==> config.mk <==
export PLATFORM = sky130hd
export DESIGN_NAME = time_of_day_with_delta_timer_queue_unit
export DESIGN_NICKNAME = d
export VERILOG_FILES = /design/src/rtl/tdtq_pkg.sv /design/src/rtl/time_of_day_with_delta_timer_queue_unit.sv
export VERILOG_INCLUDE_DIRS = /design/src /design/src/rtl
export SDC_FILE = /design/constraint.sdc
export NUM_CORES = 1
export LEC_CHECK = 0
export BUFFER_PORTS_ARGS = -buffer_cell sky130_fd_sc_hd__buf_2
export CORE_MARGIN = 2
export CORE_UTILIZATION = 42
export DETAILED_ROUTE_END_ITERATION = 16
export PLACE_DENSITY = 0.66
export SKIP_CTS_REPAIR_TIMING = 1
export SYNTH_ARGS = -nofsm -noshare
export SYNTH_HDL_FRONTEND = slang
export SYNTH_SLANG_ARGS = --single-unit
==> constraint.sdc <==
create_clock -name clk_i -period 10.8 [get_ports clk_i]
set_input_delay 0.54 -clock clk_i [delete_from_list [all_inputs] [get_ports clk_i]]
set_output_delay 0.54 -clock clk_i [all_outputs]
set_load 0.01 [all_outputs]
==> src/rtl/time_of_day_with_delta_timer_queue_unit_defines.svh <==
// assertion helpers for the time of day and timer queue block
`ifndef TIME_OF_DAY_WITH_DELTA_TIMER_QUEUE_UNIT_DEFINES_SVH
`define TIME_OF_DAY_WITH_DELTA_TIMER_QUEUE_UNIT_DEFINES_SVH

// property checked on every rising clock edge, off while in reset
`define TDTQ_ASSERT(label, prop, msg) \
  label: assert property (@(posedge clk_i) disable iff (!rst_ni) (prop)) else $error(msg);

// implication checked on the following clock edge
`define TDTQ_ASSERT_NEXT(label, pre, post, msg) \
  label: assert property (@(posedge clk_i) disable iff (!rst_ni) (pre) |=> (post)) \
    else $error(msg);

`endif

==> src/rtl/tdtq_pkg.sv <==
package tdtq_pkg;

  localparam int unsigned QUEUE_DEPTH = 16;
  localparam int unsigned HANDLE_BITS = 8;

  localparam int unsigned PTR_W = (QUEUE_DEPTH > 1) ? $clog2(QUEUE_DEPTH) : 1;
  localparam int unsigned CNT_W = $clog2(QUEUE_DEPTH + 1);

  localparam logic [6:0] SEC_LIMIT  = 7'd60;
  localparam logic [6:0] MIN_LIMIT  = 7'd60;
  localparam logic [5:0] HOUR_LIMIT = 6'd24;
  localparam logic [7:0] DAY_LIMIT_RESET = 8'd100;

  localparam logic [2:0] STAGE_SEC  = 3'd0;
  localparam logic [2:0] STAGE_MIN  = 3'd1;
  localparam logic [2:0] STAGE_HOUR = 3'd2;
  localparam logic [2:0] STAGE_DAY  = 3'd3;

  localparam logic [1:0] REG_DAY_LIMIT = 2'd0;

  typedef enum logic [1:0] {
    OP_TICK  = 2'd0,
    OP_ADD   = 2'd1,
    OP_READ  = 2'd2,
    OP_WRITE = 2'd3
  } op_e;

  typedef enum logic [1:0] {
    KIND_ACK     = 2'd0,
    KIND_READ    = 2'd1,
    KIND_RELEASE = 2'd2,
    KIND_TICK    = 2'd3
  } kind_e;

  typedef struct packed {
    logic [15:0]            delta;
    logic [HANDLE_BITS-1:0] handle;
  } entry_t;

  // logical queue position to ring address
  function automatic logic [PTR_W-1:0] phys(input logic [PTR_W-1:0] head,
                                            input logic [CNT_W-1:0] idx);
    logic [CNT_W:0] sum;
    sum = (CNT_W+1)'(head) + (CNT_W+1)'(idx);
    if (sum >= (CNT_W+1)'(QUEUE_DEPTH)) begin
      sum = sum - (CNT_W+1)'(QUEUE_DEPTH);
    end
    return PTR_W'(sum);
  endfunction

endpackage

==> src/rtl/time_of_day_with_delta_timer_queue_unit.sv <==
// channel  | direction | handshake                 | beat
// ---------+-----------+---------------------------+----------------------------------
// command  | in        | start high, busy low      | op, duration, handle, stage fields
// result   | out       | result_valid_o, one cycle | kind, ok, values, elapsed, last
// config   | in/out    | apb write, pready high    | day_limit at byte address 0
//
// reads, stage writes, refused adds and ticks with no timer pending answer straight from idle
// any other tick releases each expired head in turn (one ring memory read per entry)
// an add walks past p entries, then writes at the tail, else moves m entries up to insert
// the memory port pair (one read, one write a cycle) paces these walks
// reset clears the clock stages, the tick count and the queue count at once
// results cannot be stalled, busy holds off new commands while a walk runs
`include "time_of_day_with_delta_timer_queue_unit_defines.svh"

module time_of_day_with_delta_timer_queue_unit (
  input  logic        clk_i,
  input  logic        rst_ni,
  input  logic        start,
  output logic        busy,
  input  logic [1:0]  op_i,
  input  logic [15:0] duration_i,
  input  logic [7:0]  handle_id_i,
  input  logic [2:0]  stage_index_i,
  input  logic [7:0]  stage_value_i,
  output logic        result_valid_o,
  output logic [1:0]  kind_o,
  output logic        ok_o,
  output logic [7:0]  read_value_o,
  output logic [7:0]  released_id_o,
  output logic [15:0] elapsed_ticks_o,
  output logic        last_o,
  input  logic        psel,
  input  logic        penable,
  input  logic        pwrite,
  input  logic [1:0]  paddr,
  input  logic [31:0] pwdata,
  output logic [31:0] prdata,
  output logic        pready
);
  import tdtq_pkg::*;

  typedef enum logic [2:0] {
    ST_IDLE,
    ST_WALK,
    ST_SHIFT0,
    ST_SHIFT1,
    ST_INS,
    ST_THEAD,
    ST_TDONE
  } state_e;

  state_e state_q, state_d;

  logic [5:0]  sec_q, sec_d;
  logic [5:0]  min_q, min_d;
  logic [4:0]  hour_q, hour_d;
  logic [7:0]  day_q, day_d;
  logic [15:0] tick_q, tick_d;
  logic [7:0]  day_limit_q, day_limit_d;

  logic [PTR_W-1:0] head_q, head_d;
  logic [CNT_W-1:0] count_q, count_d;   // pending entries
  logic [CNT_W-1:0] pos_q, pos_d;       // walk position
  logic [CNT_W-1:0] j_q, j_d;           // move position
  logic [15:0]      dur_q, dur_d;
  logic [HANDLE_BITS-1:0] hid_q, hid_d;

  logic        rv_q, rv_d;
  kind_e       kind_q, kind_d;
  logic        ok_q, ok_d;
  logic [7:0]  rd_q, rd_d;
  logic [7:0]  rel_q, rel_d;
  logic        last_q, last_d;

  // ring memory of pending timers
  entry_t           mem [QUEUE_DEPTH];
  entry_t           rdata_q;
  logic [PTR_W-1:0] raddr;
  logic [PTR_W-1:0] waddr;
  entry_t           wdata;
  logic             we;

  logic cfg_wr;
  assign cfg_wr = psel && penable && pwrite;
  assign pready = 1'b1;
  assign prdata = (paddr == REG_DAY_LIMIT) ? {24'd0, day_limit_q} : 32'd0;

  assign busy            = (state_q != ST_IDLE);
  assign result_valid_o  = rv_q;
  assign kind_o          = kind_q;
  assign ok_o            = ok_q;
  assign read_value_o    = rd_q;
  assign released_id_o   = rel_q;
  assign elapsed_ticks_o = tick_q;
  assign last_o          = last_q;

  logic [6:0] sec_inc, min_inc;
  logic [5:0] hour_inc;
  logic [8:0] day_inc;
  assign sec_inc  = {1'b0, sec_q} + 7'd1;
  assign min_inc  = {1'b0, min_q} + 7'd1;
  assign hour_inc = {1'b0, hour_q} + 6'd1;
  assign day_inc  = {1'b0, day_q} + 9'd1;

  always_comb begin
    state_d     = state_q;
    sec_d       = sec_q;
    min_d       = min_q;
    hour_d      = hour_q;
    day_d       = day_q;
    tick_d      = tick_q;
    day_limit_d = day_limit_q;
    head_d      = head_q;
    count_d     = count_q;
    pos_d       = pos_q;
    j_d         = j_q;
    dur_d       = dur_q;
    hid_d       = hid_q;
    rv_d        = 1'b0;
    kind_d      = KIND_ACK;
    ok_d        = 1'b0;
    rd_d        = 8'd0;
    rel_d       = 8'd0;
    last_d      = 1'b0;
    raddr       = phys(head_q, CNT_W'(pos_q + 1'b1));
    waddr       = phys(head_q, pos_q);
    wdata       = '{delta: dur_q, handle: hid_q};
    we          = 1'b0;

    if (cfg_wr && paddr == REG_DAY_LIMIT) begin
      day_limit_d = pwdata[7:0];
    end

    case (state_q)
      ST_IDLE: begin
        if (start) begin
          case (op_e'(op_i))
            OP_TICK: begin
              // cascade seconds into minutes, hours and days
              tick_d = tick_q + 16'd1;
              if (sec_inc < SEC_LIMIT) begin
                sec_d = sec_inc[5:0];
              end else begin
                sec_d = 6'd0;
                if (min_inc < MIN_LIMIT) begin
                  min_d = min_inc[5:0];
                end else begin
                  min_d = 6'd0;
                  if (hour_inc < HOUR_LIMIT) begin
                    hour_d = hour_inc[4:0];
                  end else begin
                    hour_d = 5'd0;
                    day_d  = (day_inc < {1'b0, day_limit_q}) ? day_inc[7:0] : 8'd0;
                  end
                end
              end
              if (count_q == '0) begin
                rv_d   = 1'b1;
                kind_d = KIND_TICK;
                last_d = 1'b1;
              end else begin
                raddr   = head_q;
                state_d = ST_THEAD;
              end
            end
            OP_ADD: begin
              dur_d = duration_i;
              hid_d = HANDLE_BITS'(handle_id_i);
              pos_d = '0;
              if (count_q >= CNT_W'(QUEUE_DEPTH)) begin
                // queue full, refused
                rv_d   = 1'b1;
                kind_d = KIND_ACK;
                last_d = 1'b1;
              end else begin
                raddr   = head_q;
                state_d = ST_WALK;
              end
            end
            OP_READ: begin
              rv_d   = 1'b1;
              kind_d = KIND_READ;
              last_d = 1'b1;
              case (stage_index_i)
                STAGE_SEC:  rd_d = {2'd0, sec_q};
                STAGE_MIN:  rd_d = {2'd0, min_q};
                STAGE_HOUR: rd_d = {3'd0, hour_q};
                STAGE_DAY:  rd_d = day_q;
                default:    rd_d = 8'd0;
              endcase
            end
            default: begin
              rv_d   = 1'b1;
              kind_d = KIND_ACK;
              last_d = 1'b1;
              case (stage_index_i)
                STAGE_SEC: begin
                  if (stage_value_i < {1'b0, SEC_LIMIT}) begin
                    sec_d = stage_value_i[5:0];
                    ok_d  = 1'b1;
                  end
                end
                STAGE_MIN: begin
                  if (stage_value_i < {1'b0, MIN_LIMIT}) begin
                    min_d = stage_value_i[5:0];
                    ok_d  = 1'b1;
                  end
                end
                STAGE_HOUR: begin
                  if (stage_value_i < {2'd0, HOUR_LIMIT}) begin
                    hour_d = stage_value_i[4:0];
                    ok_d   = 1'b1;
                  end
                end
                STAGE_DAY: begin
                  if (stage_value_i < day_limit_q) begin
                    day_d = stage_value_i;
                    ok_d  = 1'b1;
                  end
                end
                default: ok_d = 1'b0;
              endcase
            end
          endcase
        end
      end

      ST_WALK: begin
        // rdata_q holds the entry at pos_q, the next one is fetched meanwhile
        if (pos_q == count_q) begin
          we      = 1'b1;
          count_d = count_q + 1'b1;
          rv_d    = 1'b1;
          ok_d    = 1'b1;
          last_d  = 1'b1;
          state_d = ST_IDLE;
        end else if (dur_q < rdata_q.delta) begin
          we      = 1'b1;
          wdata   = '{delta: rdata_q.delta - dur_q, handle: rdata_q.handle};
          j_d     = count_q;
          state_d = ST_SHIFT0;
        end else begin
          dur_d = dur_q - rdata_q.delta;
          pos_d = pos_q + 1'b1;
        end
      end

      ST_SHIFT0: begin
        raddr   = phys(head_q, CNT_W'(j_q - 1'b1));
        state_d = ST_SHIFT1;
      end

      ST_SHIFT1: begin
        // move entry j-1 up to j while fetching j-2
        we    = 1'b1;
        waddr = phys(head_q, j_q);
        wdata = rdata_q;
        j_d   = j_q - 1'b1;
        raddr = phys(head_q, CNT_W'(j_q - CNT_W'(2)));
        if (CNT_W'(j_q - 1'b1) == pos_q) begin
          state_d = ST_INS;
        end
      end

      ST_INS: begin
        we      = 1'b1;
        count_d = count_q + 1'b1;
        rv_d    = 1'b1;
        ok_d    = 1'b1;
        last_d  = 1'b1;
        state_d = ST_IDLE;
      end

      ST_THEAD: begin
        waddr = head_q;
        if (rdata_q.delta != 16'd0) begin
          we      = 1'b1;
          wdata   = '{delta: rdata_q.delta - 16'd1, handle: rdata_q.handle};
          rv_d    = 1'b1;
          kind_d  = KIND_TICK;
          last_d  = 1'b1;
          state_d = ST_IDLE;
        end else begin
          // expired head, release it and look at the next one
          rv_d    = 1'b1;
          kind_d  = KIND_RELEASE;
          rel_d   = 8'(rdata_q.handle);
          head_d  = phys(head_q, CNT_W'(1));
          count_d = count_q - 1'b1;
          raddr   = phys(head_q, CNT_W'(1));
          if (count_q == CNT_W'(1)) begin
            state_d = ST_TDONE;
          end
        end
      end

      ST_TDONE: begin
        rv_d    = 1'b1;
        kind_d  = KIND_TICK;
        last_d  = 1'b1;
        state_d = ST_IDLE;
      end

      default: state_d = ST_IDLE;
    endcase
  end

  always_ff @(posedge clk_i or negedge rst_ni) begin
    if (!rst_ni) begin
      state_q     <= ST_IDLE;
      sec_q       <= '0;
      min_q       <= '0;
      hour_q      <= '0;
      day_q       <= '0;
      tick_q      <= '0;
      day_limit_q <= DAY_LIMIT_RESET;
      head_q      <= '0;
      count_q     <= '0;
      rv_q        <= 1'b0;
    end else begin
      state_q     <= state_d;
      sec_q       <= sec_d;
      min_q       <= min_d;
      hour_q      <= hour_d;
      day_q       <= day_d;
      tick_q      <= tick_d;
      day_limit_q <= day_limit_d;
      head_q      <= head_d;
      count_q     <= count_d;
      rv_q        <= rv_d;
    end
  end

  // working and result payload, no reset needed
  always_ff @(posedge clk_i) begin
    pos_q  <= pos_d;
    j_q    <= j_d;
    dur_q  <= dur_d;
    hid_q  <= hid_d;
    kind_q <= kind_d;
    ok_q   <= ok_d;
    rd_q   <= rd_d;
    rel_q  <= rel_d;
    last_q <= last_d;
  end

  // a read of the address written in the same cycle returns the old entry
  always_ff @(posedge clk_i) begin
    if (we) begin
      mem[waddr] <= wdata;
    end
    rdata_q <= mem[raddr];
  end

  `TDTQ_ASSERT(a_count_bound, count_q <= CNT_W'(QUEUE_DEPTH), "queue count over depth")
  `TDTQ_ASSERT(a_release_not_last, !(rv_q && kind_q == KIND_RELEASE && last_q),
               "release marked last")
  `TDTQ_ASSERT_NEXT(a_last_gap, rv_q && last_q && !(start && !busy), !rv_q,
                    "result after last without a command")
  `TDTQ_ASSERT_NEXT(a_tick_done_idle, rv_d && kind_d == KIND_TICK, !busy,
                    "busy after tick done")

endmodule
# Word level (Yosys, flattened, before mapping)
# Memory sizes are Yosys's and may differ from the RTL's. A register that Yosys moved wholly into a read port is not among the register bits.
# Index checks and enable logic that the tools add are counted.
dict set report totals {
  mem_count 1
  ramBits 384
  out_inout_bits 71
  inputBits 77
  ff_bits 116
}
dict set report op_classes {
  n_addsub 25
  n_reduce_logical 39
  mux 91
  bitwise 3
  n_lt_le_gt_ge 15
  eq_ne 30
}
# memory depth width read_ports rd_clocked_by_memory_dff write_ports line_no
set memory_table {}
lappend memory_table {mem 16 24 1 1 1 time_of_day_with_delta_timer_queue_unit.sv:76} ;# entry_t mem [QUEUE_DEPTH];
# cell count
set ops {}
lappend ops {{24-bit 2-to-1 mux} 3}
lappend ops {{24-bit case mux with 3 select lines} 1}
lappend ops {{5-bit 2-to-1 mux} 13}
lappend ops {{16-bit 2-to-1 mux} 4}
lappend ops {{8-bit 2-to-1 mux} 7}
lappend ops {{4-bit 2-to-1 mux} 10}
lappend ops {{6-bit 2-to-1 mux} 6}
lappend ops {{16-bit case mux with 2 select lines} 1}
lappend ops {{8-bit case mux with 4 select lines} 1}
lappend ops {{16-bit subtractor} 2}
lappend ops {{4-bit by 5-bit adder with 6-bit output} 5}
lappend ops {{6-bit by 5-bit greater-or-equal comparator with 1-bit output (second input constant)} 5}
lappend ops {{5-bit case mux with 2 select lines} 3}
lappend ops {{3-bit 2-to-1 mux} 8}
lappend ops {{6-bit case mux with 2 select lines} 2}
lappend ops {{4-bit by 1-bit subtractor with 4-bit output (second input constant)} 6}
lappend ops {{2-bit != test (second input constant)} 10}
lappend ops {{2-bit nonzero test} 9}
lappend ops {{16-bit by 1-bit adder with 16-bit output (second input constant)} 1}
lappend ops {{16-bit less-than comparator} 1}
lappend ops {{4-bit case mux with 2 select lines} 2}
lappend ops {{4-bit case mux with 4 select lines} 1}
lappend ops {{8-bit case mux with 2 select lines} 1}
lappend ops {{16-bit nonzero test} 1}
lappend ops {{49 further kinds} 100}

# Depth between registers and ports, before layout
# Gate-level depths: netlist (run 1).
dict set report logic_depth {
  word_depth 8
  depth_mapped 18
  depth_no_buf 12
}

# Least setup slack after synthesis (run 1)
# Ideal clock, no wire load.
dict set report synth_timing {
  kind {reg-to-reg}
  from {register dur_q[0]}
  to {register dur_q[0], enable pin}
  setup_time_ns 0.432
  path_buffers 0
  period_less_slack_ns 4.161
  stages_incl_launch_ff 11
  arrival_ns 3.729
  slack_ns 6.639
  path_cell_list {edfxtp_1 inv_1 ha_1 fa_1 nand2b_1 a21boi_0 o21ai_0 a21oi_1 a21o_1 a31oi_1 o31ai_1}
}
dict set report synth_between {
  elab_chain_len 3
}
# element line_no
set synth_rtl {}
lappend synth_rtl {{start, declared} time_of_day_with_delta_timer_queue_unit.sv:65} ;# logic [15:0] dur_q, dur_d;
lappend synth_rtl {{start signal, assigned} time_of_day_with_delta_timer_queue_unit.sv:338} ;# dur_q <= dur_d;
lappend synth_rtl {{16-bit less-than comparator} time_of_day_with_delta_timer_queue_unit.sv:237} ;# end else if (dur_q < rdata_q.delta) begin
lappend synth_rtl {{2-bit != test (no source line)} -}
lappend synth_rtl {{5-bit AND reduction (no source line)} -}
# Every way passes these cells.
# A chain may end at the register's enable or synchronous reset.

# Worst setup path after layout (run 1)
dict set report layout_timing {
  from {register state_q[2]}
  to {register rdata_q[23] (netlist name)}
}
dict set report layout_between {
  elab_chain_len 2
  word_cells_on_any_way 5
  cone_classes {eq/ne: 3; mux: 1; reduce/logical: 1}
}
# element line_no
set layout_rtl {}
lappend layout_rtl {{start, declared} time_of_day_with_delta_timer_queue_unit.sv:52} ;# state_e state_q, state_d;
lappend layout_rtl {{start signal, assigned} time_of_day_with_delta_timer_queue_unit.sv:321} ;# state_q <= state_d;
lappend layout_rtl {{3-bit == test, or another cell as far along} time_of_day_with_delta_timer_queue_unit.sv:134} ;# case (state_q)
lappend layout_rtl {{4-bit case mux with 4 select lines (*)} time_of_day_with_delta_timer_queue_unit.sv:134}
# Mark *: on every way between the ends. The rest lies on a longest branch, timed or not.

==> impl_metrics.prom, run 1 <==
# TYPE chip_impl_metric gauge
chip_impl_info{name="critical_path.cell_chain",value="nand3b_1, buf_4, xnor2_1, ha_1, inv_1, fa_1, nor2_1, a31oi_1, o311ai_4, buf_4, buf_4, mux2i_1, mux2i_1, mux2i_1, a211oi_1"} 1
chip_impl_info{name="final_common_cell",value="sky130_fd_sc_hd__edfxtp_1"} 1
chip_impl_metric{name="die_width",unit="um"} 249
chip_impl_metric{name="io_buffer_count",unit=""} 98
chip_impl_info{name="crit_start",value="state_q[2]"} 1
chip_impl_metric{name="synth.yosys.warnings",unit=""} 0
chip_impl_metric{name="finalClockSkew",unit="ns"} 0.0263
chip_impl_info{name="crit_path_end",value="rdata_q[23]"} 1
chip_impl_metric{name="cp.arrival",unit="ns"} 5.96
chip_impl_metric{name="die_area",unit="um2"} 62000
chip_impl_metric{name="antenna_found_initial",unit=""} 0
chip_impl_metric{name="gp_congestion",unit=""} 0.925
chip_impl_metric{name="max_slew.worst_pin.slew",unit="ns"} 1.35
chip_impl_metric{name="cap_viol_max_count",unit=""} 0
chip_impl_metric{name="globalRouteTotalUtil",unit="%"} 18.7
chip_impl_metric{name="cts_buffer_count",unit=""} 51
chip_impl_info{name="synth_top_cells_by_area",value="sky130_fd_sc_hd__edfxtp_1 (50%), sky130_fd_sc_hd__mux2i_1 (7.0%), sky130_fd_sc_hd__dfrtp_1 (5.9%)"} 1
chip_impl_metric{name="rows",unit=""} 89
chip_impl_metric{name="timing.critical_path.slowest_cell_delay",unit="ns"} 1.02
chip_impl_metric{name="async_reset_ff_share",unit="%"} 11.8
chip_impl_metric{name="final_net_count",unit=""} 2146
chip_impl_metric{name="post-route-worst-setup-slack",unit="ns"} 5.34
chip_impl_metric{name="post_synth_num_cell_types",unit=""} 78
chip_impl_metric{name="detail_route.vias_per_cell",unit=""} 5.59
chip_impl_metric{name="first_iter_violations",unit=""} 1173
chip_impl_info{name="r2r_start",value="state_q[2]"} 1
chip_impl_metric{name="cellLeakagePower",unit="nW"} 10.9
chip_impl_info{name="crit_path_start_kind",value="flip-flop"} 1
chip_impl_metric{name="critPathMaxFanout",unit=""} 75
chip_impl_metric{name="antenna_cells_inserted",unit=""} 0
chip_impl_metric{name="drive_gt1_share",unit="%"} 18.9
chip_impl_metric{name="synth_edf_count",unit=""} 418
chip_impl_metric{name="fin_cells",unit=""} 2807
chip_impl_metric{name="fin_tns_setup",unit="ns"} 0
chip_impl_metric{name="dp_slack",unit="ns"} 5.15
chip_impl_metric{name="min_period_over_period",unit="%"} 50.6
chip_impl_metric{name="placed_cells",unit=""} 2710
chip_impl_metric{name="layout.core_utilization",unit="%"} 47.7
chip_impl_metric{name="stdcell_area",unit="um2"} 28200
chip_impl_metric{name="cts.sinks",unit=""} 524
chip_impl_metric{name="vias",unit=""} 15704
chip_impl_metric{name="finalHoldWorstSlack",unit="ns"} 0.106
chip_impl_metric{name="postRouteWirelength",unit="um"} 58500
chip_impl_metric{name="worstSetupPathDepth",unit=""} 15
chip_impl_metric{name="flip_flop_and_latch_count_after_synthesis",unit=""} 524
chip_impl_metric{name="ioPinCount",unit=""} 148
chip_impl_info{name="synth_flop_cell",value="sky130_fd_sc_hd__edfxtp_1"} 1
chip_impl_info{name="clockRootBuffer",value="sky130_fd_sc_hd__clkbuf_16"} 1
chip_impl_metric{name="drt_drc",unit=""} 0
chip_impl_metric{name="rr_worst_depth",unit=""} 15
chip_impl_metric{name="cts.path.max_buffers",unit=""} 3
chip_impl_metric{name="finalPower",unit="mW"} 9.53
chip_impl_metric{name="ctsHtreeMaxLevel",unit=""} 2
chip_impl_metric{name="floorplan.initialDensity",unit="%"} 42.6
chip_impl_metric{name="antenna_violating_nets_post_route",unit=""} 0
chip_impl_info{name="hold_class",value="in -> async"} 1
chip_impl_metric{name="die_h",unit="um"} 249
chip_impl_metric{name="ir_drop",unit="uV"} 190
chip_impl_metric{name="timing.critical_path.buf_inv",unit=""} 4
chip_impl_metric{name="crit_required",unit="ns"} 11.30
chip_impl_info{name="regToRegEndpoint",value="rdata_q[23]"} 1
chip_impl_metric{name="power.density_cell_area",unit="nW/um2"} 338
chip_impl_metric{name="final_setup_fails",unit=""} 0
chip_impl_info{name="setup_repair_after_global_routing_missed_its_margin",value="false"} 1
chip_impl_metric{name="drt-pass1-iter-count",unit=""} 6
chip_impl_metric{name="post-synth-top-area-fraction",unit="%"} 49.8
chip_impl_metric{name="syn-mean-instance-area",unit="um2"} 13.2
chip_impl_metric{name="areaGrowthSynthToFinish",unit="%"} 12.0
chip_impl_info{name="cp_top_family",value="buffers and inverters"} 1
chip_impl_metric{name="insertion_delay",unit="ns"} 0.63
chip_impl_metric{name="timing.max_slew.rel_slack",unit="%"} 10.2
chip_impl_metric{name="grt_start_max_net_pins",unit=""} 76
chip_impl_info{name="cts_tree",value="built"} 1
chip_impl_metric{name="grt_pass1_vias",unit=""} 15435
chip_impl_metric{name="timing_hold_violations_final",unit=""} 0
chip_impl_info{name="cpMaxStageDelayCell",value="sky130_fd_sc_hd__buf_4"} 1
chip_impl_metric{name="synth_sequential_area_ratio",unit="%"} 59.5
chip_impl_metric{name="postSynthCellCount",unit=""} 1906
chip_impl_metric{name="period_minus_slack",unit="ns"} 5.46
chip_impl_metric{name="netlist_area",unit="um2"} 25200
chip_impl_metric{name="dp.final_hpwl",unit="um"} 37100
chip_impl_metric{name="detail_route.wl_per_cell",unit="um"} 20.9
chip_impl_info{name="run_status",value="finished, final reports clean"} 1
chip_impl_metric{name="r2r_slack",unit="ns"} 5.34
chip_impl_metric{name="dpl_cell_area",unit="um2"} 26500
chip_impl_info{name="most-common-layout-cells",value="sky130_fd_sc_hd__edfxtp_1 (418), sky130_fd_sc_hd__mux2i_1 (176), sky130_fd_sc_hd__mux2_2 (118), sky130_fd_sc_hd__buf_2 (98), sky130_fd_sc_hd__nand2_1 (95)"} 1
chip_impl_metric{name="timing_max_transition_violations_final",unit=""} 0
chip_impl_info{name="synth_top_cell_by_area",value="sky130_fd_sc_hd__edfxtp_1"} 1
chip_impl_info{name="critical_path_class",value="reg -> reg"} 1
chip_impl_metric{name="grt_remaining_overflow",unit=""} 0
chip_impl_metric{name="floorplan.core_area",unit="um2"} 59100
chip_impl_metric{name="worst_setup_hold_path_clk_slew",unit="ns"} 0.06
chip_impl_metric{name="wire_length_of_the_first_global_routing_pass",unit="um"} 90700
chip_impl_info{name="endpoint_kind",value="flip-flop"} 1
chip_impl_metric{name="max_freq",unit="GHz"} 0.183
[worst min path at each step]
| stage | slack (ns) | end | start |
|---|---|---|---|
| detailed placement | 0.46 | elapsed_ticks_o[15] | elapsed_ticks_o[15] |
| floorplan | 0.24 | count_q[0] | rst_ni |
| finish | 0.11 | day_limit_q[3] | rst_ni |
| global placement | 0.46 | elapsed_ticks_o[15] | elapsed_ticks_o[15] |
| global route | 0.09 | hid_q[4] | handle_id_i[4] |
| CTS | 0.08 | hid_q[7] | handle_id_i[7] |
[synth_stat cells, drive strengths merged (9+ instances only)]
master / instances
edfxtp: 418
inv: 83
dfrtp: 59
clkbuf: 48
a21oi: 50
a211oi: 28
ha: 73
o21ai: 77
a31oi: 12
nor2: 87
nand2b: 14
xnor2: 51
xor2: 37
o21a: 11
nand3: 34
o22ai: 54
buf: 70
mux2: 118
nor2b: 9
o211ai: 13
nor3: 35
o31ai: 10
a21o: 23
nand4: 10
nand2: 95
and2: 9
dfxtp: 44
and3: 32
mux2i: 176
[area by class of cell]
class | count | area, um2
Clock buffer | 69 | 1440
Clock inverter | 27 | 302
Fill cell | 5105 | 30900
Inverter | 84 | 315
Multi-Input combinational cell | 1203 | 9510
Sequential cell | 524 | 15000
Tap cell | 773 | 967
Timing Repair Buffer | 127 | 708
[where the power goes]
part           switching [mW]  internal (mW)  total [mW]  leakage (nW)
registers               0.300           3.06        3.36          4.94
clock network           0.770           1.04        1.81         0.859
logic                    2.66           1.69        4.35          5.08
total                    3.73           5.80        9.53          10.9
[worst register-to-register path, stage by stage (launching register included)]
cell and delay (ns):
sky130_fd_sc_hd__dfrtp_1 0.70, sky130_fd_sc_hd__nand3b_1 0.19, sky130_fd_sc_hd__buf_4 0.33, sky130_fd_sc_hd__xnor2_1 0.17, sky130_fd_sc_hd__ha_1 0.19, sky130_fd_sc_hd__inv_1 0.05, sky130_fd_sc_hd__fa_1 0.44, sky130_fd_sc_hd__nor2_1 0.14
sky130_fd_sc_hd__a31oi_1 0.10, sky130_fd_sc_hd__o311ai_4 0.11, sky130_fd_sc_hd__buf_4 0.89, sky130_fd_sc_hd__buf_4 1.11, sky130_fd_sc_hd__mux2i_1 0.27, sky130_fd_sc_hd__mux2i_1 0.21, sky130_fd_sc_hd__mux2i_1 0.13, sky130_fd_sc_hd__a211oi_1 0.33
[sequential cells by signal (all words and copies together) (netlist names), 8 cells and up]
name	flops
elapsed_ticks_o	16
day_q	8
rdata_q	24
day_limit_q	8
dur_q	16
read_value_o	8
hid_q	8
mem	384
released_id_o	8
[routing by layer]
| layer | vias to the layer above | track usage, % | wire [um] |
|---|---|---|---|
| met2 | 454 | 31.3 | 28200 |
| li1 | 7291 | - | - |
| met1 | 7854 | 25.1 | 25500 |
| met4 | 0 | 6.51 | 1680 |
| met3 | 105 | 2.39 | 3090 |
| met5 | - | 0 | 0 |
[cells by family after synthesis]
family,share of synthesized area [%]
XOR/XNOR,3.24
multiplexers,12.7
AO/OA/AOI/OAI,9.87
buffers and inverters,3.76
other,0.0298
adder cells (fa/ha/maj),4.02
flip-flops,59.5
AND/OR/NAND/NOR,6.89
No activity file was read; power rests on OpenSTA's default activity.
==> run 2: changes to the inputs <==
==> constraint.sdc (replaced) <==
create_clock -name clk_i -period 5.2 [get_ports clk_i]
set_input_delay 0.26 -clock clk_i [delete_from_list [all_inputs] [get_ports clk_i]]
set_output_delay 0.26 -clock clk_i [all_outputs]
set_load 0.01 [all_outputs]
==> run 2 against run 1 <==
Worst setup slack got worse by 4.4 ns. Highest routed layer unchanged. Core utilization grew 0.83 points. Final cell count rose by 2.1%. Sequential share of layout area down 0.91 points. Worst hold slack worse by 0.10 ns. Critical endpoint is now rdata_q[14]. First-iteration DRC count up 24%. Combinational power rose by 110%. Total power rose by 110%. Sequential power up 110%. Non-clock buffer count up 58. Clock power rose by 100%. Die area stayed put.
==> impl_metrics.prom, run 2 (synthesis gave the netlist of run 1 again) <==
# TYPE chip_impl_metric gauge
chip_impl_info{name="run_status",value="finished, final reports clean"} 1
chip_impl_info{name="largest_register",value="mem"} 1
chip_impl_metric{name="timing_hold_violations_final",unit=""} 0
chip_impl_metric{name="timing_max_transition_violations_final",unit=""} 0
chip_impl_metric{name="power.density_cell_area",unit="nW/um2"} 690
chip_impl_metric{name="period_minus_slack",unit="ns"} 4.30
chip_impl_metric{name="finalHoldWorstSlack",unit="ns"} 0.00320
chip_impl_info{name="clockRootBuffer",value="sky130_fd_sc_hd__clkbuf_16"} 1
chip_impl_metric{name="io_buffer_count",unit=""} 98
chip_impl_metric{name="antenna_violating_nets_post_route",unit=""} 0
chip_impl_metric{name="drt-pass1-iter-count",unit=""} 5
chip_impl_metric{name="power.clock.fraction",unit="%"} 18.7
chip_impl_metric{name="worstHoldPathCells",unit=""} 3
chip_impl_metric{name="p_int",unit="mW"} 12.1
chip_impl_metric{name="antenna_cells_inserted",unit=""} 0
chip_impl_metric{name="die_area",unit="um2"} 62000
chip_impl_info{name="reg.largest.list",value="mem (384), rdata_q (24)"} 1
chip_impl_metric{name="grt_start_max_net_pins",unit=""} 121
chip_impl_metric{name="die_h",unit="um"} 249
chip_impl_info{name="hold_class",value="in -> reg"} 1
chip_impl_metric{name="floorplan.initialDensity",unit="%"} 42.6
chip_impl_metric{name="cts.path.max_buffers",unit=""} 3
chip_impl_metric{name="largest_register_ff_count",unit=""} 384
chip_impl_metric{name="seq_power_share",unit="%"} 35.1
chip_impl_metric{name="detail_route.wl_per_cell",unit="um"} 20.6
chip_impl_metric{name="cts_buffer_count",unit=""} 51
chip_impl_metric{name="proportion_of_power_drawn_by_combinational_gates",unit="%"} 46.2
chip_impl_metric{name="grt_remaining_overflow",unit=""} 0
chip_impl_metric{name="ir_drop",unit="uV"} 598
chip_impl_metric{name="layout.core_utilization",unit="%"} 48.6
chip_impl_info{name="cts_tree",value="built"} 1
chip_impl_metric{name="ctsHtreeMaxLevel",unit=""} 2
chip_impl_metric{name="rows",unit=""} 89
chip_impl_info{name="setup_repair_after_global_routing_missed_its_margin",value="false"} 1
chip_impl_metric{name="net-switching-power",unit="mW"} 7.69
chip_impl_metric{name="die_width",unit="um"} 249
chip_impl_metric{name="insertion_delay",unit="ns"} 0.61
chip_impl_metric{name="critPathMaxFanout",unit=""} 42
chip_impl_metric{name="drt_drc",unit=""} 0
chip_impl_metric{name="min_period_over_period",unit="%"} 82.7
chip_impl_metric{name="drive_gt1_share",unit="%"} 19.2
chip_impl_metric{name="fillCellCount",unit=""} 5084
chip_impl_metric{name="gp_congestion",unit=""} 0.894
chip_impl_info{name="endpoint_kind",value="flip-flop"} 1
chip_impl_info{name="final_common_cell",value="sky130_fd_sc_hd__edfxtp_1"} 1
chip_impl_info{name="critical_path_class",value="reg -> reg"} 1
chip_impl_metric{name="dp.final_hpwl",unit="um"} 37700
chip_impl_metric{name="floorplan.core_area",unit="um2"} 59100
chip_impl_metric{name="fin_tns_setup",unit="ns"} 0
chip_impl_info{name="most-common-layout-cells",value="sky130_fd_sc_hd__edfxtp_1 (418), sky130_fd_sc_hd__mux2i_1 (176), sky130_fd_sc_hd__mux2_2 (118), sky130_fd_sc_hd__buf_2 (98), sky130_fd_sc_hd__nand2_1 (95)"} 1
chip_impl_metric{name="crit_required",unit="ns"} 5.68
chip_impl_metric{name="rr_worst_depth",unit=""} 13
chip_impl_metric{name="max_slew.worst_pin.slew",unit="ns"} 1.12
chip_impl_metric{name="switching_share",unit="%"} 38.8
chip_impl_metric{name="wire_length_of_the_first_global_routing_pass",unit="um"} 90800
chip_impl_metric{name="grt_pass1_vias",unit=""} 15390
chip_impl_metric{name="worst_setup_hold_path_clk_slew",unit="ns"} 0.06
chip_impl_metric{name="cellLeakagePower",unit="nW"} 11.1
chip_impl_metric{name="first_iter_violations",unit=""} 1452
chip_impl_metric{name="detail_route.vias_per_cell",unit=""} 5.55
chip_impl_metric{name="ioPinCount",unit=""} 148
chip_impl_metric{name="cts.sinks",unit=""} 524
chip_impl_metric{name="postRouteWirelength",unit="um"} 59000
chip_impl_metric{name="cap_viol_max_count",unit=""} 0
chip_impl_metric{name="vias",unit=""} 15913
chip_impl_metric{name="final_setup_fails",unit=""} 0
chip_impl_metric{name="finalClockSkew",unit="ns"} 0.0632
chip_impl_metric{name="max_freq",unit="GHz"} 0.233
chip_impl_metric{name="cp.arrival",unit="ns"} 4.78
chip_impl_metric{name="areaGrowthSynthToFinish",unit="%"} 14.0
chip_impl_metric{name="timing.max_slew.rel_slack",unit="%"} 24.7
chip_impl_metric{name="final_net_count",unit=""} 2204
chip_impl_metric{name="antenna_found_initial",unit=""} 0
chip_impl_info{name="crit_path_start_kind",value="flip-flop"} 1
chip_impl_metric{name="globalRouteTotalUtil",unit="%"} 18.7
==> run 2: power groups by stage <==
stage	clock, mW	sequential [mW]	combinational (mW)
2_1_floorplan	0	6.77	6.70
3_3_place_gp	0	6.98	8.83
3_5_place_dp	0	7.02	9.07
4_1_cts	3.78	6.94	9.11
5_1_grt	3.96	7.03	9.98
6_report	3.70	6.95	9.15
==> run 2: stage by stage <==
stage                     instances  setup WS (ns)  area, um2  total power, mW
final                          2865          0.900      28700             19.8
after global routing           2865          0.528      28700             21.0
after CTS                      2834          0.928      28400             19.8
after detailed placement       2738          0.910      26700             16.1
after global placement         2738           1.02      26700             15.8
after floorplan                1929           1.04      25300             13.5
==> run 2: cell type report <==
| type | instances | area [um2] | share of cell area [%] |
|---|---|---|---|
| Multi-Input combinational cell | 1203 | 9510 | 33.1 |
| Timing Repair Buffer | 185 | 1250 | 4.34 |
| Tap cell | 773 | 967 | 3.37 |
| Clock inverter | 25 | 298 | 1.04 |
| Clock buffer | 71 | 1390 | 4.85 |
| Inverter | 84 | 315 | 1.10 |
| Sequential cell | 524 | 15000 | 52.2 |
==> run 2: critical path, cell delays in order, from the launching register on <==
cell,delay [ns]
sky130_fd_sc_hd__dfxtp_1,0.38
sky130_fd_sc_hd__inv_1,0.14
sky130_fd_sc_hd__ha_1,0.21
sky130_fd_sc_hd__or4b_4,0.51
sky130_fd_sc_hd__nor3_4,0.44
sky130_fd_sc_hd__buf_4,0.25
sky130_fd_sc_hd__nand3_1,0.15
sky130_fd_sc_hd__o311ai_4,0.22
sky130_fd_sc_hd__buf_4,0.62
sky130_fd_sc_hd__buf_4,0.52
sky130_fd_sc_hd__mux2i_1,0.26
sky130_fd_sc_hd__mux2i_1,0.09
sky130_fd_sc_hd__mux2i_1,0.22
sky130_fd_sc_hd__a211oi_1,0.12
==> run 2: path summary, 6_finish.rpt <==
| kind | end | slack, ns | start |
|---|---|---|---|
| max | rdata_q[14] | 0.90 | rdata_q[9] |
| min in group asynchronous | day_limit_q[4] | 0.39 | rst_ni |
| min | dur_q[12] | 0.003 | duration_i[12] |
| max in group asynchronous | elapsed_ticks_o[14] | 4.22 | rst_ni |
| max reg2reg | rdata_q[14] | 0.90 | rdata_q[9] |
| min reg2reg | elapsed_ticks_o[15] | 0.47 | elapsed_ticks_o[15] |
==> run 2: metal layers <==
layer | global-route usage, % | wire length (um) | vias to the layer above
met3 | 2.60 | 3270 | 80
met2 | 30.7 | 28100 | 436
met5 | 0 | 0 | -
li1 | - | - | 7404
met1 | 26.3 | 26400 | 7993
met4 | 4.68 | 1200 | 0
==> run 3: changes to the inputs <==
--- a/config.mk
+++ b/config.mk
@@ -6,11 +6,12 @@
 export SDC_FILE = /design/constraint.sdc
 export NUM_CORES = 1
 export LEC_CHECK = 0
+export ABC_AREA = 1
 export BUFFER_PORTS_ARGS = -buffer_cell sky130_fd_sc_hd__buf_2
 export CORE_MARGIN = 2
 export CORE_UTILIZATION = 42
 export DETAILED_ROUTE_END_ITERATION = 16
-export PLACE_DENSITY = 0.66
+export PLACE_DENSITY = 0.68
 export SKIP_CTS_REPAIR_TIMING = 1
 export SYNTH_ARGS = -nofsm -noshare
 export SYNTH_HDL_FRONTEND = slang
==> constraint.sdc (replaced) <==
create_clock -name clk_i -period 3.75 [get_ports clk_i]
set_input_delay 0.1875 -clock clk_i [delete_from_list [all_inputs] [get_ports clk_i]]
set_output_delay 0.1875 -clock clk_i [all_outputs]
set_load 0.01 [all_outputs]
==> run 3 against run 2 <==
The flow now finishes with violations (hold timing). Synthesized area rose by 2.6%. Sequential cell count unchanged. Via count rose by 26%. Worst setup slack worse by 0.74 ns. Worst hold slack got worse by 0.035 ns. First-iteration DRC count grew 38%. Critical path type unchanged. Largest cell class unchanged.
==> impl_metrics.prom, run 3 <==
# TYPE chip_impl_metric gauge
chip_impl_info{name="run_status",value="finished with violations"} 1
chip_impl_info{name="violations",value="hold timing"} 1
chip_impl_metric{name="grt_start_max_net_pins",unit=""} 193
chip_impl_metric{name="cts_buffer_count",unit=""} 54
chip_impl_metric{name="timing.critical_path.buf_inv",unit=""} 2
chip_impl_metric{name="synth.yosys.warnings",unit=""} 0
chip_impl_info{name="largest_register",value="mem"} 1
chip_impl_info{name="cp_top_family",value="simple AND/OR/NAND/NOR gates"} 1
chip_impl_metric{name="met1_grt_util",unit="%"} 28.5
chip_impl_metric{name="drt_drc",unit=""} 0
chip_impl_metric{name="ioPinCount",unit=""} 148
chip_impl_metric{name="cp.arrival",unit="ns"} 3.75
chip_impl_metric{name="critPathMaxFanout",unit=""} 17
chip_impl_metric{name="global_route.usage.met2",unit="%"} 36.5
chip_impl_info{name="top_usage_layer",value="met2"} 1
chip_impl_metric{name="drt-pass1-iter-count",unit=""} 5
chip_impl_metric{name="drive_gt1_share",unit="%"} 11.7
chip_impl_metric{name="timing.max_slew.rel_slack",unit="%"} 37.9
chip_impl_metric{name="cts.sinks",unit=""} 524
chip_impl_metric{name="insertion_delay",unit="ns"} 0.64
chip_impl_info{name="cts_tree",value="built"} 1
chip_impl_info{name="endpoint_kind",value="flip-flop"} 1
chip_impl_metric{name="die_h",unit="um"} 252
chip_impl_metric{name="post-route-worst-setup-slack",unit="ns"} 0.165
chip_impl_metric{name="timing_max_transition_violations_final",unit=""} 0
chip_impl_info{name="critical_path.cell_chain",value="inv_1, ha_1, fa_1, o21ai_0, nand2_1, o211ai_1, nand3_1, nand3_1, buf_4, nand2_1, nand3_1, nand3b_1"} 1
chip_impl_info{name="critical_path_class",value="reg -> reg"} 1
chip_impl_metric{name="timing.critical_path.slowest_cell_delay",unit="ns"} 0.48
chip_impl_metric{name="flip_flop_and_latch_count_after_synthesis",unit=""} 524
chip_impl_metric{name="synth_edf_count",unit=""} 418
chip_impl_metric{name="rr_worst_depth",unit=""} 12
chip_impl_metric{name="grt_pass1_vias",unit=""} 19557
chip_impl_metric{name="postSynthCellCount",unit=""} 2667
chip_impl_metric{name="cts.path.max_buffers",unit=""} 3
chip_impl_metric{name="floorplan.core_area",unit="um2"} 60600
chip_impl_info{name="crit_path_start_kind",value="flip-flop"} 1
chip_impl_info{name="critical-path-top-cell-by-count",value="sky130_fd_sc_hd__nand3_1"} 1
chip_impl_metric{name="async_reset_ff_share",unit="%"} 11.8
chip_impl_metric{name="finalClockSkew",unit="ns"} 0.0647
chip_impl_metric{name="floorplan.initialDensity",unit="%"} 42.7
chip_impl_metric{name="globalRouteTotalUtil",unit="%"} 21.5
chip_impl_info{name="synth_flop_cell",value="sky130_fd_sc_hd__edfxtp_1"} 1
chip_impl_metric{name="final_net_count",unit=""} 2967
chip_impl_metric{name="timing_hold_violations_final",unit=""} 3
chip_impl_metric{name="io_buffer_count",unit=""} 98
chip_impl_info{name="synth_top_cell_by_area",value="sky130_fd_sc_hd__edfxtp_1"} 1
chip_impl_metric{name="fin_cells",unit=""} 3638
chip_impl_metric{name="grt.met3_usage",unit="%"} 2.58
chip_impl_metric{name="post-synth-top-area-fraction",unit="%"} 48.5
chip_impl_metric{name="period_minus_slack",unit="ns"} 3.59
chip_impl_metric{name="finalHoldWorstSlack",unit="ns"} -0.0319
chip_impl_metric{name="dp.final_hpwl",unit="um"} 43500
chip_impl_metric{name="netlist_area",unit="um2"} 25900
chip_impl_metric{name="grt_remaining_overflow",unit=""} 0
chip_impl_metric{name="die_width",unit="um"} 252
chip_impl_info{name="synth_top_cells_by_area",value="sky130_fd_sc_hd__edfxtp_1 (49%), sky130_fd_sc_hd__nand3_1 (11%), sky130_fd_sc_hd__nand2_1 (8.9%)"} 1
chip_impl_metric{name="max_slew.worst_pin.slew",unit="ns"} 0.932
chip_impl_metric{name="post_synth_num_cell_types",unit=""} 52
chip_impl_info{name="hold_class",value="in -> reg"} 1
chip_impl_metric{name="postRouteWirelength",unit="um"} 69200
chip_impl_metric{name="final_setup_fails",unit=""} 0
chip_impl_metric{name="gp_congestion",unit=""} 0.913
chip_impl_info{name="clockRootBuffer",value="sky130_fd_sc_hd__clkbuf_16"} 1
chip_impl_info{name="setup_repair_after_global_routing_missed_its_margin",value="false"} 1
chip_impl_metric{name="cap_viol_max_count",unit=""} 0
chip_impl_metric{name="syn-mean-instance-area",unit="um2"} 9.70
chip_impl_metric{name="vias",unit=""} 20029
chip_impl_metric{name="min_period_over_period",unit="%"} 95.6
chip_impl_metric{name="placed_cells",unit=""} 3503
chip_impl_metric{name="antenna_found_initial",unit=""} 1
chip_impl_info{name="reg.largest.list",value="mem (384), rdata_q (24)"} 1
chip_impl_metric{name="layout.core_utilization",unit="%"} 49.4
chip_impl_info{name="yosysMostFrequentCell",value="sky130_fd_sc_hd__nand2_1"} 1
chip_impl_metric{name="worstSetupPathDepth",unit=""} 12
chip_impl_metric{name="fin_tns_setup",unit="ns"} 0
chip_impl_metric{name="crit_required",unit="ns"} 3.92
chip_impl_metric{name="worstHoldPathCells",unit=""} 5
chip_impl_metric{name="wire_length_of_the_first_global_routing_pass",unit="um"} 108000
chip_impl_metric{name="dp_slack",unit="ns"} 0.305
chip_impl_info{name="ys_top_cells_by_count",value="sky130_fd_sc_hd__nand2_1 (616), sky130_fd_sc_hd__nand3_1 (585), sky130_fd_sc_hd__edfxtp_1 (418), sky130_fd_sc_hd__inv_1 (180), sky130_fd_sc_hd__nor2_1 (112)"} 1
chip_impl_info{name="most-common-layout-cells",value="sky130_fd_sc_hd__nand2_1 (612), sky130_fd_sc_hd__nand3_1 (584), sky130_fd_sc_hd__edfxtp_1 (418), sky130_fd_sc_hd__inv_1 (180), sky130_fd_sc_hd__nor2_1 (110)"} 1
chip_impl_metric{name="detail_route.vias_per_cell",unit=""} 5.51
chip_impl_metric{name="die_area",unit="um2"} 63600
chip_impl_metric{name="antenna_violating_nets_post_route",unit=""} 0
chip_impl_metric{name="largest_register_ff_count",unit=""} 384
chip_impl_metric{name="rows",unit=""} 90
chip_impl_metric{name="detail_route.wl_per_cell",unit="um"} 19.0
chip_impl_info{name="cpMaxStageDelayCell",value="sky130_fd_sc_hd__nand3b_1"} 1
chip_impl_metric{name="ctsHtreeMaxLevel",unit=""} 2
chip_impl_metric{name="synth_sequential_area_ratio",unit="%"} 58.0
chip_impl_info{name="final_common_cell",value="sky130_fd_sc_hd__nand2_1"} 1
chip_impl_metric{name="areaGrowthSynthToFinish",unit="%"} 15.8
chip_impl_metric{name="first_iter_violations",unit=""} 1998
chip_impl_metric{name="antenna_cells_inserted",unit=""} 0
chip_impl_metric{name="max_freq",unit="GHz"} 0.279
chip_impl_metric{name="worst_setup_hold_path_clk_slew",unit="ns"} 0.06
run 3: changes by cell type after synthesis, sizes merged, moves of 31 or more:
cell	delta
nand3	+555
mux2i	-174
o22ai	-35
nor2	+38
buf	+48
xnor2	-31
nand2	+522
inv	+103
and3	-32
mux2	-117
run 3: area by class of cell:
class                   instances  area, um2
inverters                     186        698
multi-input cells            1821       9610
repair buffers                225       1890
clock buffers                  73       1490
flip-flops and latches        524      15000
well taps                     782        978
clock inverters                27        282
fillers                      5420      30600
run 3: through the flow:
step	area, um2	hold slack (ns)
floorplan	26000	-0.108
global placement	27800	0.346
detailed placement	27800	0.359
CTS	29600	-0.302
global route	29900	0.00673
finish	29900	-0.0319
run 3: path summary, 6_finish.rpt:
path	from	endpoint	slack, ns
max	dur_q[0]	mem[2][20]	0.16
min	stage_value_i[6]	day_q[6]	-0.03
max reg2reg	dur_q[0]	mem[2][20]	0.16
min reg2reg	rdata_q[4]	released_id_o[4]	0.45
max in group asynchronous	rst_ni	state_q[1]	2.59
min in group asynchronous	rst_ni	day_q[6]	0.23
run 3: logic make-up after synthesis:
logic type                 count (synthesis)  synth area share [%]
and+or+nand+nor                         1403                  24.2
buffers and inverters                    345                  5.91
AOI/OAI and AO/OA                        228                  5.05
DFF                                      524                  58.0
other                                      2                0.0290
xor gates and xnor gates                  84                  2.85
adders and majority gates                 78                  3.92
muxes                                      3                 0.121
run 3: layer usage:
metal / routed length, um / up-vias / share of wire (%)
met2: 33800 / 834 / 49
met5: 0 / - / 0
li1: - / 9471 / -
met1: 28300 / 9612 / 41
met3: 5150 / 112 / 7.4
met4: 1930 / 0 / 2.8
run 3: worst reg2reg max path, stage by stage, from the launching register on:
cell                       delay, ns
sky130_fd_sc_hd__edfxtp_1       0.38
sky130_fd_sc_hd__inv_1          0.07
sky130_fd_sc_hd__ha_1           0.23
sky130_fd_sc_hd__fa_1           0.44
sky130_fd_sc_hd__o21ai_0        0.36
sky130_fd_sc_hd__nand2_1        0.10
sky130_fd_sc_hd__o211ai_1       0.28
sky130_fd_sc_hd__nand3_1        0.19
sky130_fd_sc_hd__nand3_1        0.15
sky130_fd_sc_hd__buf_4          0.24
sky130_fd_sc_hd__nand2_1        0.08
sky130_fd_sc_hd__nand3_1        0.11
sky130_fd_sc_hd__nand3b_1       0.48
Power of run 3 is not shown: default switching activity piles up to over one toggle a cycle in this logic, so the estimate is an artifact.
